**src/rtl/mk3_pkg.sv**
```systemverilog
// ----------------------------------------------------------------------------
// mk3_pkg
// Shared types, constants and multiply helpers for the keystream decryptor.
// ----------------------------------------------------------------------------
package mk3_pkg;

  localparam int NUM_STAGES = 16;

  localparam logic [63:0] MIX_C1  = 64'h87c37b91114253d5;
  localparam logic [63:0] MIX_C2  = 64'h4cf5ad432745937f;
  localparam logic [63:0] FMIX_M1 = 64'hff51afd7ed558ccd;
  localparam logic [63:0] FMIX_M2 = 64'hc4ceb9fe1a85ec53;
  localparam logic [63:0] ADD_K1  = 64'h0000000052dce729;
  localparam logic [63:0] ADD_K2  = 64'h0000000038495ab5;
  localparam logic [63:0] MSG_LEN = 64'd16;

  localparam logic [31:0] RST_KEY_4_7   = 32'hF41CAB62;
  localparam logic [31:0] RST_KEY_8_11  = 32'hF376811C;
  localparam logic [31:0] RST_KEY_12_15 = 32'hD2A89E3E;
  localparam logic [31:0] RST_SEED      = 32'd42;

  typedef enum logic [1:0] {
    CFG_KEY_4_7   = 2'd0,
    CFG_KEY_8_11  = 2'd1,
    CFG_KEY_12_15 = 2'd2,
    CFG_SEED      = 2'd3
  } cfg_reg_t;

  typedef struct packed {
    logic [31:0] key_4_7;
    logic [31:0] key_8_11;
    logic [31:0] key_12_15;
    logic [31:0] seed;
  } cfg_t;

  typedef struct packed {
    logic [NUM_STAGES:0] en;
  } lane_ctl_t;

  typedef struct packed {
    logic [63:0] h1;
    logic [63:0] h2;
    logic [63:0] w0;
    logic [63:0] w1;
  } lane_out_t;

  typedef struct packed {
    logic [63:0] lo;
    logic [31:0] mid_a;
    logic [31:0] mid_b;
  } pp_t;

  // 64x64 -> low 64 product, split into 32x32 partial products
  function automatic pp_t mul_pp(input logic [63:0] x, input logic [63:0] c);
    pp_t         p;
    logic [31:0] xl;
    logic [31:0] xh;
    logic [31:0] cl;
    logic [31:0] ch;
    xl      = x[31:0];
    xh      = x[63:32];
    cl      = c[31:0];
    ch      = c[63:32];
    p.lo    = {32'h0, xl} * {32'h0, cl};
    p.mid_a = xl * ch;
    p.mid_b = xh * cl;
    return p;
  endfunction

  function automatic logic [63:0] mul_sum(input pp_t p);
    logic [31:0] mid;
    mid = p.mid_a + p.mid_b;
    return p.lo + {mid, 32'h0};
  endfunction

  function automatic logic [63:0] xs33(input logic [63:0] v);
    return v ^ {33'h0, v[63:33]};
  endfunction

endpackage

```
**src/rtl/mk3_pipe_ctl.sv**
```systemverilog
// ----------------------------------------------------------------------------
// mk3_pipe_ctl
// Valid chain and per-stage advance enables; bubbles collapse under stall.
// ----------------------------------------------------------------------------
module mk3_pipe_ctl (
  input  logic              clk,
  input  logic              rst_n,
  input  logic              in_valid,
  output logic              in_stall,
  output logic              out_valid,
  input  logic              out_stall,
  output mk3_pkg::lane_ctl_t ctl
);
  import mk3_pkg::*;

  logic [NUM_STAGES:0] valid_r;
  logic [NUM_STAGES:0] en;

  always_comb begin
    en[NUM_STAGES] = ~valid_r[NUM_STAGES] | ~out_stall;
    for (int i = NUM_STAGES - 1; i >= 0; i--) begin
      en[i] = ~valid_r[i] | en[i + 1];
    end
  end

  always_ff @(posedge clk) begin
    if (!rst_n) begin
      valid_r <= '0;
    end else begin
      if (en[0]) begin
        valid_r[0] <= in_valid;
      end
      for (int i = 1; i <= NUM_STAGES; i++) begin
        if (en[i]) begin
          valid_r[i] <= valid_r[i - 1];
        end
      end
    end
  end

  assign ctl.en    = en;
  assign in_stall  = ~en[0];
  assign out_valid = valid_r[NUM_STAGES];

endmodule

```
**config.mk**
```make
export PLATFORM = sky130hd
export DESIGN_NAME = mk3_pipe_ctl
export DESIGN_NICKNAME = d
export VERILOG_FILES = /design/src/rtl/mk3_pkg.sv /design/src/rtl/mk3_pipe_ctl.sv
export SDC_FILE = /design/constraint.sdc
export NUM_CORES = 1
export LEC_CHECK = 0
export BUFFER_PORTS_ARGS = -buffer_cell sky130_fd_sc_hd__buf_2
export CAP_MARGIN = 20
export CORE_MARGIN = 4
export CORE_UTILIZATION = 52
export CTS_CLUSTER_SIZE = 30
export DETAILED_ROUTE_END_ITERATION = 10
export PLACE_DENSITY = 0.84
export SLEW_MARGIN = 20
export SYNTH_ARGS = -nofsm -noshare
export SYNTH_HDL_FRONTEND = slang
export SYNTH_SLANG_ARGS = --single-unit
```
**constraint.sdc**
```tcl
create_clock -name clk -period 3.4 [get_ports clk]
set_input_delay 0.68 -clock clk [delete_from_list [all_inputs] [get_ports clk]]
set_output_delay 0.68 -clock clk [all_outputs]
set_load 0.02 [all_outputs]
```
# ---- After elaboration in Yosys (flattened, before gate mapping)
# Cells that the tools add are included.
dict set report word_totals {
  ff_bits 17
  latchBits 0
  ramBits 0
  rom_bits 0
  input_bits 4
  out_inout_bits 19
  elab_cells 53
  memories 0
}
dict set report classes {
  addsub 0
  mul 0
  div 0
  order_cmp 0
  eq_ne 0
  shifts 0
  muxes 0
  bitwise 36
  n_reduce_logical 0
}
# cell count
set ops {}
lappend ops {{$not 1->1} 19}
lappend ops {{$or 1x1->1} 17}

# ---- Logic depth before layout (Yosys ltp)
# Gate-level depths: netlist (run 1).
dict set report depth {
  ltp_word 19
  mapped_depth 4
  depth_no_buf 4
}

# ---- Least setup slack after synthesis (run 1)
# Ideal clock, no wire load.
dict set report synth_timing {
  path_type {input port to output port}
  startpoint {input port out_stall}
  endpoint {output port ctl[0] in the netlist's numbering}
  arrival_time_ns 1.565
  slack_ns 1.155
  path_stages 4
  path_buffers 1
  cell_sequence {nand4_2 -> nor3_1 -> buf_2 -> nand4_1}
}
# item line_no
set synth_rtl {}
lappend synth_rtl {{from (decl)} mk3_pipe_ctl.sv:11} ;# input logic out_stall,
lappend synth_rtl {{to (decl)} mk3_pipe_ctl.sv:12} ;# output mk3_pkg::lane_ctl_t ctl

# ---- Final worst setup path (run 1)
dict set report layout_timing {
  startpoint {input port out_stall}
  endpoint {output port in_stall}
}
dict set report layout_via {
  elab_chain_cells 19
}
# item line_no
set layout_rtl {}
lappend layout_rtl {{$not 1->1} mk3_pipe_ctl.sv:20} ;# en[NUM_STAGES] = ~valid_r[NUM_STAGES] | ~out_stall;
lappend layout_rtl {{$or 1x1->1} mk3_pipe_ctl.sv:20}
lappend layout_rtl {{$or 1x1->1 (16 in a row)} mk3_pipe_ctl.sv:22} ;# en[i] = ~valid_r[i] | en[i + 1];
lappend layout_rtl {{$not 1->1} mk3_pipe_ctl.sv:42} ;# assign in_stall = ~en[0];
lappend layout_rtl {{to (decl)} mk3_pipe_ctl.sv:9} ;# output logic in_stall,
# No other way between the ends.

==> flow_results.xml, run 1 <==
<?xml version="1.0" encoding="UTF-8"?>
<metrics>
  <group name="clocking">
    <metric name="clock_latency" unit="ps">280</metric>
    <metric name="cts_htree_levels" unit="">1</metric>
    <metric name="ctsLongestPathBuffers" unit="">2</metric>
    <metric name="cts_num_sinks" unit="">17</metric>
    <metric name="clk_pin_slew" unit="ps">90</metric>
    <metric name="cts_root_buffer" unit="">clkbuf_4</metric>
    <metric name="cts_inserted_buffers" unit="">3</metric>
    <metric name="cts_setup_buffers" unit="">0</metric>
    <metric name="post_cts_resize_count" unit="">0</metric>
    <metric name="cts_hold_buffers" unit="">0</metric>
    <metric name="tritoncts" unit="">yes</metric>
  </group>
  <group name="logic_synthesis">
    <metric name="synth_sequential_area_ratio" unit="">0.454</metric>
    <metric name="synth_top_cell_area_share" unit="">0.454</metric>
    <metric name="netlist_area" unit="um^2">749</metric>
    <metric name="share_of_the_synthesized_area_in_compound_gates_ao_oa_aoi_oai" unit="">0.174</metric>
    <metric name="post_synth_fa_ha_maj_area_fraction" unit="">0</metric>
    <metric name="synth_edf_count" unit="">0</metric>
    <metric name="ys.flop_type" unit="">dfxtp_1</metric>
    <metric name="synth_nets" unit="">93</metric>
    <metric name="ys.warnings.count" unit="">0</metric>
    <metric name="synth.area.mux_share" unit="">0</metric>
    <metric name="syn_avg_cell_area" unit="um^2">8.42</metric>
    <metric name="synthXorXnorAreaFrac" unit="">0</metric>
    <metric name="largest_family_of_logic_cells_by_synthesized_area" unit="">simple AND/OR/NAND/NOR gates</metric>
    <metric name="synth_seq_cells" unit="">17</metric>
    <metric name="synth_top_cells_by_count" unit="">17 x dfxtp_1, 12 x nand2_1, 11 x inv_1</metric>
    <metric name="netlist.top_cell.by_area" unit="">dfxtp_1</metric>
    <metric name="area_fraction_in_and_or_nand_and_nor_cells_after_synthesis" unit="">0.301</metric>
    <metric name="async_reset_ff_frac" unit="">0</metric>
    <metric name="synth.distinct_cells" unit="">22</metric>
    <metric name="post-synth-top-count-cell" unit="">dfxtp_1</metric>
    <metric name="synth_area_leaders" unit="">dfxtp_1 45%, o21a_1 7.0%, nand2_1 6.0%, inv_1 5.5%, nand4_1 4.2%</metric>
    <metric name="syn_inst" unit="">89</metric>
  </group>
  <group name="pwr">
    <metric name="p_sw" unit="mW">0.0666</metric>
    <metric name="combinational_group_share_of_total_power" unit="">0.028</metric>
    <metric name="power.switching_fraction" unit="">0.211</metric>
    <metric name="power_frac_seq" unit="">0.642</metric>
    <metric name="static-leakage-power" unit="nW">0.314</metric>
    <metric name="power_report.internal_total" unit="mW">0.249</metric>
    <metric name="power.density" unit="mW/mm^2">351</metric>
    <metric name="power" unit="mW">0.316</metric>
    <metric name="clock_power_share" unit="">0.329</metric>
    <metric name="vdd_drop_max" unit="mV">0.260</metric>
  </group>
  <group name="timing">
    <metric name="layout_min_cycle_time" unit="ps">2430</metric>
    <metric name="period_share" unit="">0.714</metric>
    <metric name="hold_slack" unit="ps">502</metric>
    <metric name="fin_tns_setup" unit="ps">0</metric>
    <metric name="setup_viol" unit="">0</metric>
    <metric name="worst_slew_pin_slew" unit="ps">476</metric>
    <metric name="hold_viol" unit="">0</metric>
    <metric name="grt_setup_unrepaired" unit="">false</metric>
    <metric name="finalMaxSlewViolations" unit="">0</metric>
    <metric name="fin_worst_skew" unit="ps">1.12</metric>
    <metric name="maxClockFrequency" unit="MHz">412</metric>
    <metric name="max_slew_margin" unit="">0.680</metric>
  </group>
  <group name="placed_design">
    <metric name="postPlaceCellArea" unit="um^2">873</metric>
    <metric name="dpl.hpwl" unit="mm">1.16</metric>
    <metric name="placedCellCount" unit="">124</metric>
    <metric name="globalplace.congestion" unit="">0.824</metric>
    <metric name="port_buffers" unit="">22</metric>
  </group>
  <group name="finish">
    <metric name="fin_cells" unit="">128</metric>
    <metric name="final_cell_area_excluding_filler_cells" unit="um^2">900</metric>
    <metric name="regArea" unit="um^2">340</metric>
    <metric name="multi_input_area" unit="um^2">355</metric>
    <metric name="layout_top_registers" unit="">valid_r: 17 flops</metric>
    <metric name="fill_cells" unit="">125</metric>
    <metric name="areaGrowthSynthToFinish" unit="%">20.0</metric>
    <metric name="register_ranked_first_by_flip_flop_count" unit="">valid_r</metric>
    <metric name="diodes" unit="">0</metric>
    <metric name="largest_register_ffs" unit="">17</metric>
    <metric name="post_route_cells_drive_above_1_share" unit="">0.265</metric>
    <metric name="final_net_count" unit="">118</metric>
  </group>
  <group name="setup_path">
    <metric name="timing_worst_setup_path_type" unit="">input port to output pin</metric>
    <metric name="endpoint_kind" unit="">output pin</metric>
    <metric name="r2r_start" unit="">valid_r[14]$_SDFFE_PN0P_</metric>
    <metric name="worst-path-max-fanout" unit="">12</metric>
    <metric name="timing.critical_path.required" unit="ps">2720</metric>
    <metric name="crit_path_start_kind" unit="">input port</metric>
    <metric name="critical_path.reg2reg.endpoint" unit="">valid_r[1]$_SDFFE_PN0P_</metric>
    <metric name="crit_path_start" unit="">out_stall</metric>
    <metric name="worstPathArrival" unit="ps">1750</metric>
    <metric name="worst-r2r-setup-slack" unit="ps">1930</metric>
    <metric name="r2r_cells" unit="">3</metric>
  </group>
  <group name="run_status">
    <metric name="status" unit="">complete, no violations</metric>
  </group>
  <group name="floorplanning">
    <metric name="boundaryPins" unit="">23</metric>
    <metric name="floorplan.die.width" unit="um">46.0</metric>
    <metric name="design.core.area" unit="mm^2">0.00133</metric>
    <metric name="placement_rows" unit="">13</metric>
    <metric name="chipHeight" unit="um">46.0</metric>
    <metric name="die_area" unit="mm^2">0.00211</metric>
    <metric name="initial_utilization" unit="">0.562</metric>
  </group>
  <group name="route">
    <metric name="drt-pass1-iter-count" unit="">4</metric>
    <metric name="drc_errors" unit="">0</metric>
    <metric name="detailroute.via_count" unit="">726</metric>
    <metric name="wl" unit="mm">1.52</metric>
    <metric name="detailedRoute.firstIterationViolations" unit="">14</metric>
    <metric name="avgViaCountPerCell" unit="">5.67</metric>
    <metric name="number_of_routed_nets_with_antenna_violations" unit="">0</metric>
    <metric name="detail_route.wl_per_cell" unit="um">11.9</metric>
  </group>
  <group name="grt">
    <metric name="grt_util_all_layers" unit="">0.175</metric>
    <metric name="grt-ovfl-total" unit="">0</metric>
    <metric name="maximum_number_of_pins_on_one_net_before_global_route_repair" unit="">17</metric>
    <metric name="number_of_antenna_violations_at_the_first_check_in_global_routing" unit="">0</metric>
    <metric name="grt_pass1_wl" unit="mm">2.64</metric>
    <metric name="number_of_global_route_vias_before_repair" unit="">615</metric>
  </group>
  <group name="run">
    <metric name="drv_cap" unit="">0</metric>
  </group>
  <group name="min_path">
    <metric name="hold_class" unit="">flop to flop</metric>
    <metric name="min_from" unit="">valid_r[10]$_SDFFE_PN0P_</metric>
    <metric name="timing.hold.worst_endpoint" unit="">valid_r[11]$_SDFFE_PN0P_</metric>
    <metric name="whs_path_depth" unit="">1</metric>
  </group>
</metrics>
## logic make-up (layout without fill, tap and decap cells)
logic type,count (synthesis),after routing
buffers and inverters,14,38
AO/OA/AOI/OAI,16,16
flip-flops,17,17
AND/OR/NAND/NOR,42,42
## worst max-delay path: stages
cell and delay, ps:
buf_2 110, nand4_2 170, nor3_1 230, buf_4 200
and4_1 190, buf_2 150
## metrics by stage
step / worst slack [ps] / utilization
3_5_place_dp: 977 / 0.655
3_3_place_gp: 1010 / 0.655
2_1_floorplan: 1160 / -
5_1_grt: 767 / 0.674
4_1_cts: 972 / 0.674
6_report: 973 / 0.674
## per-layer routing
| metal | global-route usage | part of all wire | vias to the layer above |
|---|---|---|---|
| met5 | 0 | 0 | - |
| met4 | 0.119 | 0.022 | 0 |
| met3 | 0.0237 | 0.078 | 4 |
| met2 | 0.269 | 0.44 | 35 |
| met1 | 0.221 | 0.45 | 327 |
| li1 | - | - | 360 |
## power groups by stage
stage	combinational, mW	clock, mW	sequential [mW]
2_1_floorplan	0.00536	0	0.207
3_3_place_gp	0.00876	0	0.207
3_5_place_dp	0.00900	0	0.208
4_1_cts	0.00902	0.107	0.203
5_1_grt	0.00996	0.116	0.203
6_report	0.00896	0.104	0.203
## layout make-up
type	instances	share of cell area
Clock buffer	4	0.0292
Tap cell	15	0.0209
Sequential cell	17	0.378
Timing Repair Buffer	23	0.131
Multi-Input combinational cell	58	0.395
Inverter	11	0.0459
## placed cells by master (no fill, tap or decap)
master,count
a21oi_1,3
and2_1,2
a41oi_1,1
dfxtp_1,17
inv_1,11
clkbuf_4,3
a32o_1,1
nand4_1,5
a22o_1,2
o21ai_1,1
or4_4,1
nor4_1,2
and4_1,1
and3_1,2
o21a_1,7
nand3_1,5
nor2_1,7
clkbuf_1,1
nand4_2,2
buf_4,1
nor3_1,3
nand2_1,12
buf_2,22
o31ai_4,1
## worst max-delay path by stage
| stage | to | slack [ps] | cells after the start |
|---|---|---|---|
| 2_1_floorplan | ctl[0] | 1160 | 4 |
| 3_3_place_gp | in_stall | 1010 | 6 |
| 3_5_place_dp | ctl[3] | 980 | 5 |
| 4_1_cts | ctl[3] | 970 | 5 |
| 5_1_grt | ctl[3] | 770 | 5 |
| 6_report | in_stall | 970 | 6 |
No activity file was read; power rests on OpenSTA's default activity.
==> run 2, diff against run 1 <==
--- a/config.mk
+++ b/config.mk
@@ -8,10 +8,10 @@
 export BUFFER_PORTS_ARGS = -buffer_cell sky130_fd_sc_hd__buf_2
 export CAP_MARGIN = 20
 export CORE_MARGIN = 4
-export CORE_UTILIZATION = 52
+export CORE_UTILIZATION = 43
 export CTS_CLUSTER_SIZE = 30
 export DETAILED_ROUTE_END_ITERATION = 10
-export PLACE_DENSITY = 0.84
+export PLACE_DENSITY = 0.74
 export SLEW_MARGIN = 20
 export SYNTH_ARGS = -nofsm -noshare
 export SYNTH_HDL_FRONTEND = slang
==> constraint.sdc (replaced) <==
create_clock -name clk -period 1.95 [get_ports clk]
set_input_delay 0.39 -clock clk [delete_from_list [all_inputs] [get_ports clk]]
set_output_delay 0.39 -clock clk [all_outputs]
set_load 0.02 [all_outputs]
==> run 2 against run 1 <==
  * Via count up 0.69%
  * Final area up 12%
  * Total power up 73%
  * Sequential share of layout area down 1.9 points
  * Flip-flop and latch count unchanged
  * Critical path depth down 1
  * Combinational power up 82%
  * First-iteration DRC count up 64%
  * Count of clock-buffer cells in the layout unchanged
  * Core utilization down 3.3 points
  * Largest cell class unchanged
==> flow_results.xml, run 2 (synthesis results as in run 1) <==
<?xml version="1.0" encoding="UTF-8"?>
<metrics>
  <group name="route">
    <metric name="wl" unit="mm">1.75</metric>
    <metric name="number_of_routed_nets_with_antenna_violations" unit="">0</metric>
    <metric name="drc_errors" unit="">0</metric>
    <metric name="drt-pass1-iter-count" unit="">4</metric>
    <metric name="detailedRoute.firstIterationViolations" unit="">23</metric>
    <metric name="detailroute.via_count" unit="">731</metric>
    <metric name="avgViaCountPerCell" unit="">5.50</metric>
    <metric name="detail_route.wl_per_cell" unit="um">13.2</metric>
  </group>
  <group name="timing">
    <metric name="finalMaxSlewViolations" unit="">0</metric>
    <metric name="layout_min_cycle_time" unit="ps">1930</metric>
    <metric name="hold_viol" unit="">0</metric>
    <metric name="setup_ws" unit="ps">22.9</metric>
    <metric name="period_share" unit="">0.988</metric>
    <metric name="worst_slew_pin_slew" unit="ps">266</metric>
    <metric name="fin_worst_skew" unit="ps">7.88</metric>
    <metric name="grt_setup_unrepaired" unit="">true</metric>
    <metric name="maxClockFrequency" unit="MHz">519</metric>
    <metric name="setup_viol" unit="">0</metric>
    <metric name="max_slew_margin" unit="">0.821</metric>
  </group>
  <group name="finish">
    <metric name="layout_common_cells" unit="">22 x buf_2, 11 x nand2_1, 11 x inv_1</metric>
    <metric name="fin_cells" unit="">133</metric>
    <metric name="final_net_count" unit="">122</metric>
    <metric name="register_ranked_first_by_flip_flop_count" unit="">valid_r</metric>
    <metric name="areaGrowthSynthToFinish" unit="%">34.9</metric>
    <metric name="post_route_cells_drive_above_1_share" unit="">0.419</metric>
    <metric name="layout_commonest_cell" unit="">buf_2</metric>
    <metric name="diodes" unit="">0</metric>
    <metric name="layout_top_registers" unit="">valid_r: 17 flops</metric>
    <metric name="largest_register_ffs" unit="">17</metric>
    <metric name="fill_cells" unit="">130</metric>
  </group>
  <group name="setup_path">
    <metric name="crit_path_start_kind" unit="">flop</metric>
    <metric name="worst-path-max-fanout" unit="">6</metric>
    <metric name="worstPathArrival" unit="ps">1540</metric>
    <metric name="r2r_cells" unit="">4</metric>
    <metric name="worst-r2r-setup-slack" unit="ps">460</metric>
    <metric name="r2r_start" unit="">valid_r[15]$_SDFFE_PN0P_</metric>
    <metric name="critical_path.reg2reg.endpoint" unit="">valid_r[1]$_SDFFE_PN0P_</metric>
    <metric name="timing.critical_path.required" unit="ps">1560</metric>
    <metric name="timing_worst_setup_path_type" unit="">flop to output pin</metric>
    <metric name="endpoint_kind" unit="">output pin</metric>
  </group>
  <group name="grt">
    <metric name="number_of_antenna_violations_at_the_first_check_in_global_routing" unit="">0</metric>
    <metric name="maximum_number_of_pins_on_one_net_before_global_route_repair" unit="">17</metric>
    <metric name="number_of_global_route_vias_before_repair" unit="">623</metric>
    <metric name="grt_util_all_layers" unit="">0.148</metric>
    <metric name="grt_pass1_wl" unit="mm">2.76</metric>
    <metric name="grt-ovfl-total" unit="">0</metric>
  </group>
  <group name="floorplanning">
    <metric name="placement_rows" unit="">14</metric>
    <metric name="initial_utilization" unit="">0.475</metric>
    <metric name="floorplan.die.width" unit="um">49.8</metric>
    <metric name="die_area" unit="mm^2">0.00248</metric>
    <metric name="chipHeight" unit="um">49.8</metric>
    <metric name="boundaryPins" unit="">23</metric>
    <metric name="design.core.area" unit="mm^2">0.00158</metric>
  </group>
  <group name="min_path">
    <metric name="whs_path_depth" unit="">3</metric>
    <metric name="hold_class" unit="">input port to flop</metric>
    <metric name="timing.hold.worst_endpoint" unit="">valid_r[0]$_SDFFE_PN0P_</metric>
    <metric name="min_from" unit="">in_valid</metric>
  </group>
  <group name="clocking">
    <metric name="cts_hold_buffers" unit="">0</metric>
    <metric name="clk_pin_slew" unit="ps">90</metric>
    <metric name="cts_inserted_buffers" unit="">3</metric>
    <metric name="ctsLongestPathBuffers" unit="">2</metric>
    <metric name="cts_htree_levels" unit="">1</metric>
    <metric name="cts_num_sinks" unit="">17</metric>
    <metric name="clock_latency" unit="ps">290</metric>
    <metric name="tritoncts" unit="">yes</metric>
    <metric name="cts_root_buffer" unit="">clkbuf_4</metric>
  </group>
  <group name="placed_design">
    <metric name="globalplace.congestion" unit="">0.738</metric>
    <metric name="placedCellCount" unit="">125</metric>
    <metric name="detailedPlace.worstSlack" unit="ps">63.8</metric>
    <metric name="port_buffers" unit="">22</metric>
    <metric name="dpl.hpwl" unit="mm">1.13</metric>
  </group>
  <group name="run">
    <metric name="drv_cap" unit="">0</metric>
  </group>
  <group name="pwr">
    <metric name="vdd_drop_max" unit="mV">0.426</metric>
    <metric name="power.density" unit="mW/mm^2">542</metric>
    <metric name="static-leakage-power" unit="nW">0.393</metric>
  </group>
  <group name="run_status">
    <metric name="status" unit="">complete, no violations</metric>
  </group>
</metrics>
==> run 2: cell count changes in the layout (fill, tap and decap cells not counted), sizes merged <==
cell / previous run / this run
buf: 23 / 27
==> run 2: worst max-delay path by stage <==
| stage | depth (start not counted) | endpoint | from |
|---|---|---|---|
| 2_1_floorplan | 4 | ctl[0] | valid_r[16]$_SDFFE_PN0P_ |
| 3_3_place_gp | 6 | in_stall | out_stall |
| 3_5_place_dp | 6 | in_stall | out_stall |
| 4_1_cts | 4 | ctl[3] | valid_r[7]$_SDFFE_PN0P_ |
| 5_1_grt | 5 | in_stall | valid_r[15]$_SDFFE_PN0P_ |
| 6_report | 5 | in_stall | valid_r[15]$_SDFFE_PN0P_ |
==> run 2: metrics by stage <==
stage | power [mW] | util | TNS [ps] | area (um^2) | hold WS, ps
global placement | 0.377 | 0.555 | 0 | 875 | 482
detailed placement | 0.378 | 0.555 | 0 | 875 | 481
CTS | 0.559 | 0.599 | -9.53 | 945 | 296
finish | 0.548 | 0.641 | 0 | 1010 | 295
floorplan | 0.370 | - | 0 | 749 | 461
global route | 0.576 | 0.641 | -90.6 | 1010 | 296
==> run 2: critical path: stages, from the launching register on <==
cell and delay [ps]:
dfxtp_4 380, nand4_4 150, nor3_4 240, buf_6 140, and4_1 190, buf_4 140
==> run 2: power breakdown <==
part | switching [mW] | internal (mW) | leakage (nW)
clock | 0.103 | 0.0797 | 0.0150
sequential | 0.00374 | 0.344 | 0.144
combinational | 0.0111 | 0.00524 | 0.234
==> run 2: layout make-up <==
cell class	instances	area [um^2]	share of cell area
multi-input combinational	58	409	0.405
timing repair buffer	27	151	0.150
clock buffer	4	26.3	0.0260
inverter	11	41.3	0.0408
sequential	17	363	0.359
tap	16	20.0	0.0198
==> run 2: layer usage <==
| layer | GRT usage | wire length [um] | up-vias |
|---|---|---|---|
| li1 | - | - | 369 |
| met5 | 0 | 0 | - |
| met4 | 0.0922 | 25 | 0 |
| met3 | 0.0602 | 131 | 4 |
| met1 | 0.184 | 785 | 330 |
| met2 | 0.209 | 809 | 28 |
==> run 2: timing repair <==
item / 4_1_cts / 5_1_grt
gates resized for setup: 11 / 15
gates cloned: 0 / 1
pin swaps: 0 / 2
buffers inserted: 1 / 2
setup endpoints to repair: 10 / 8
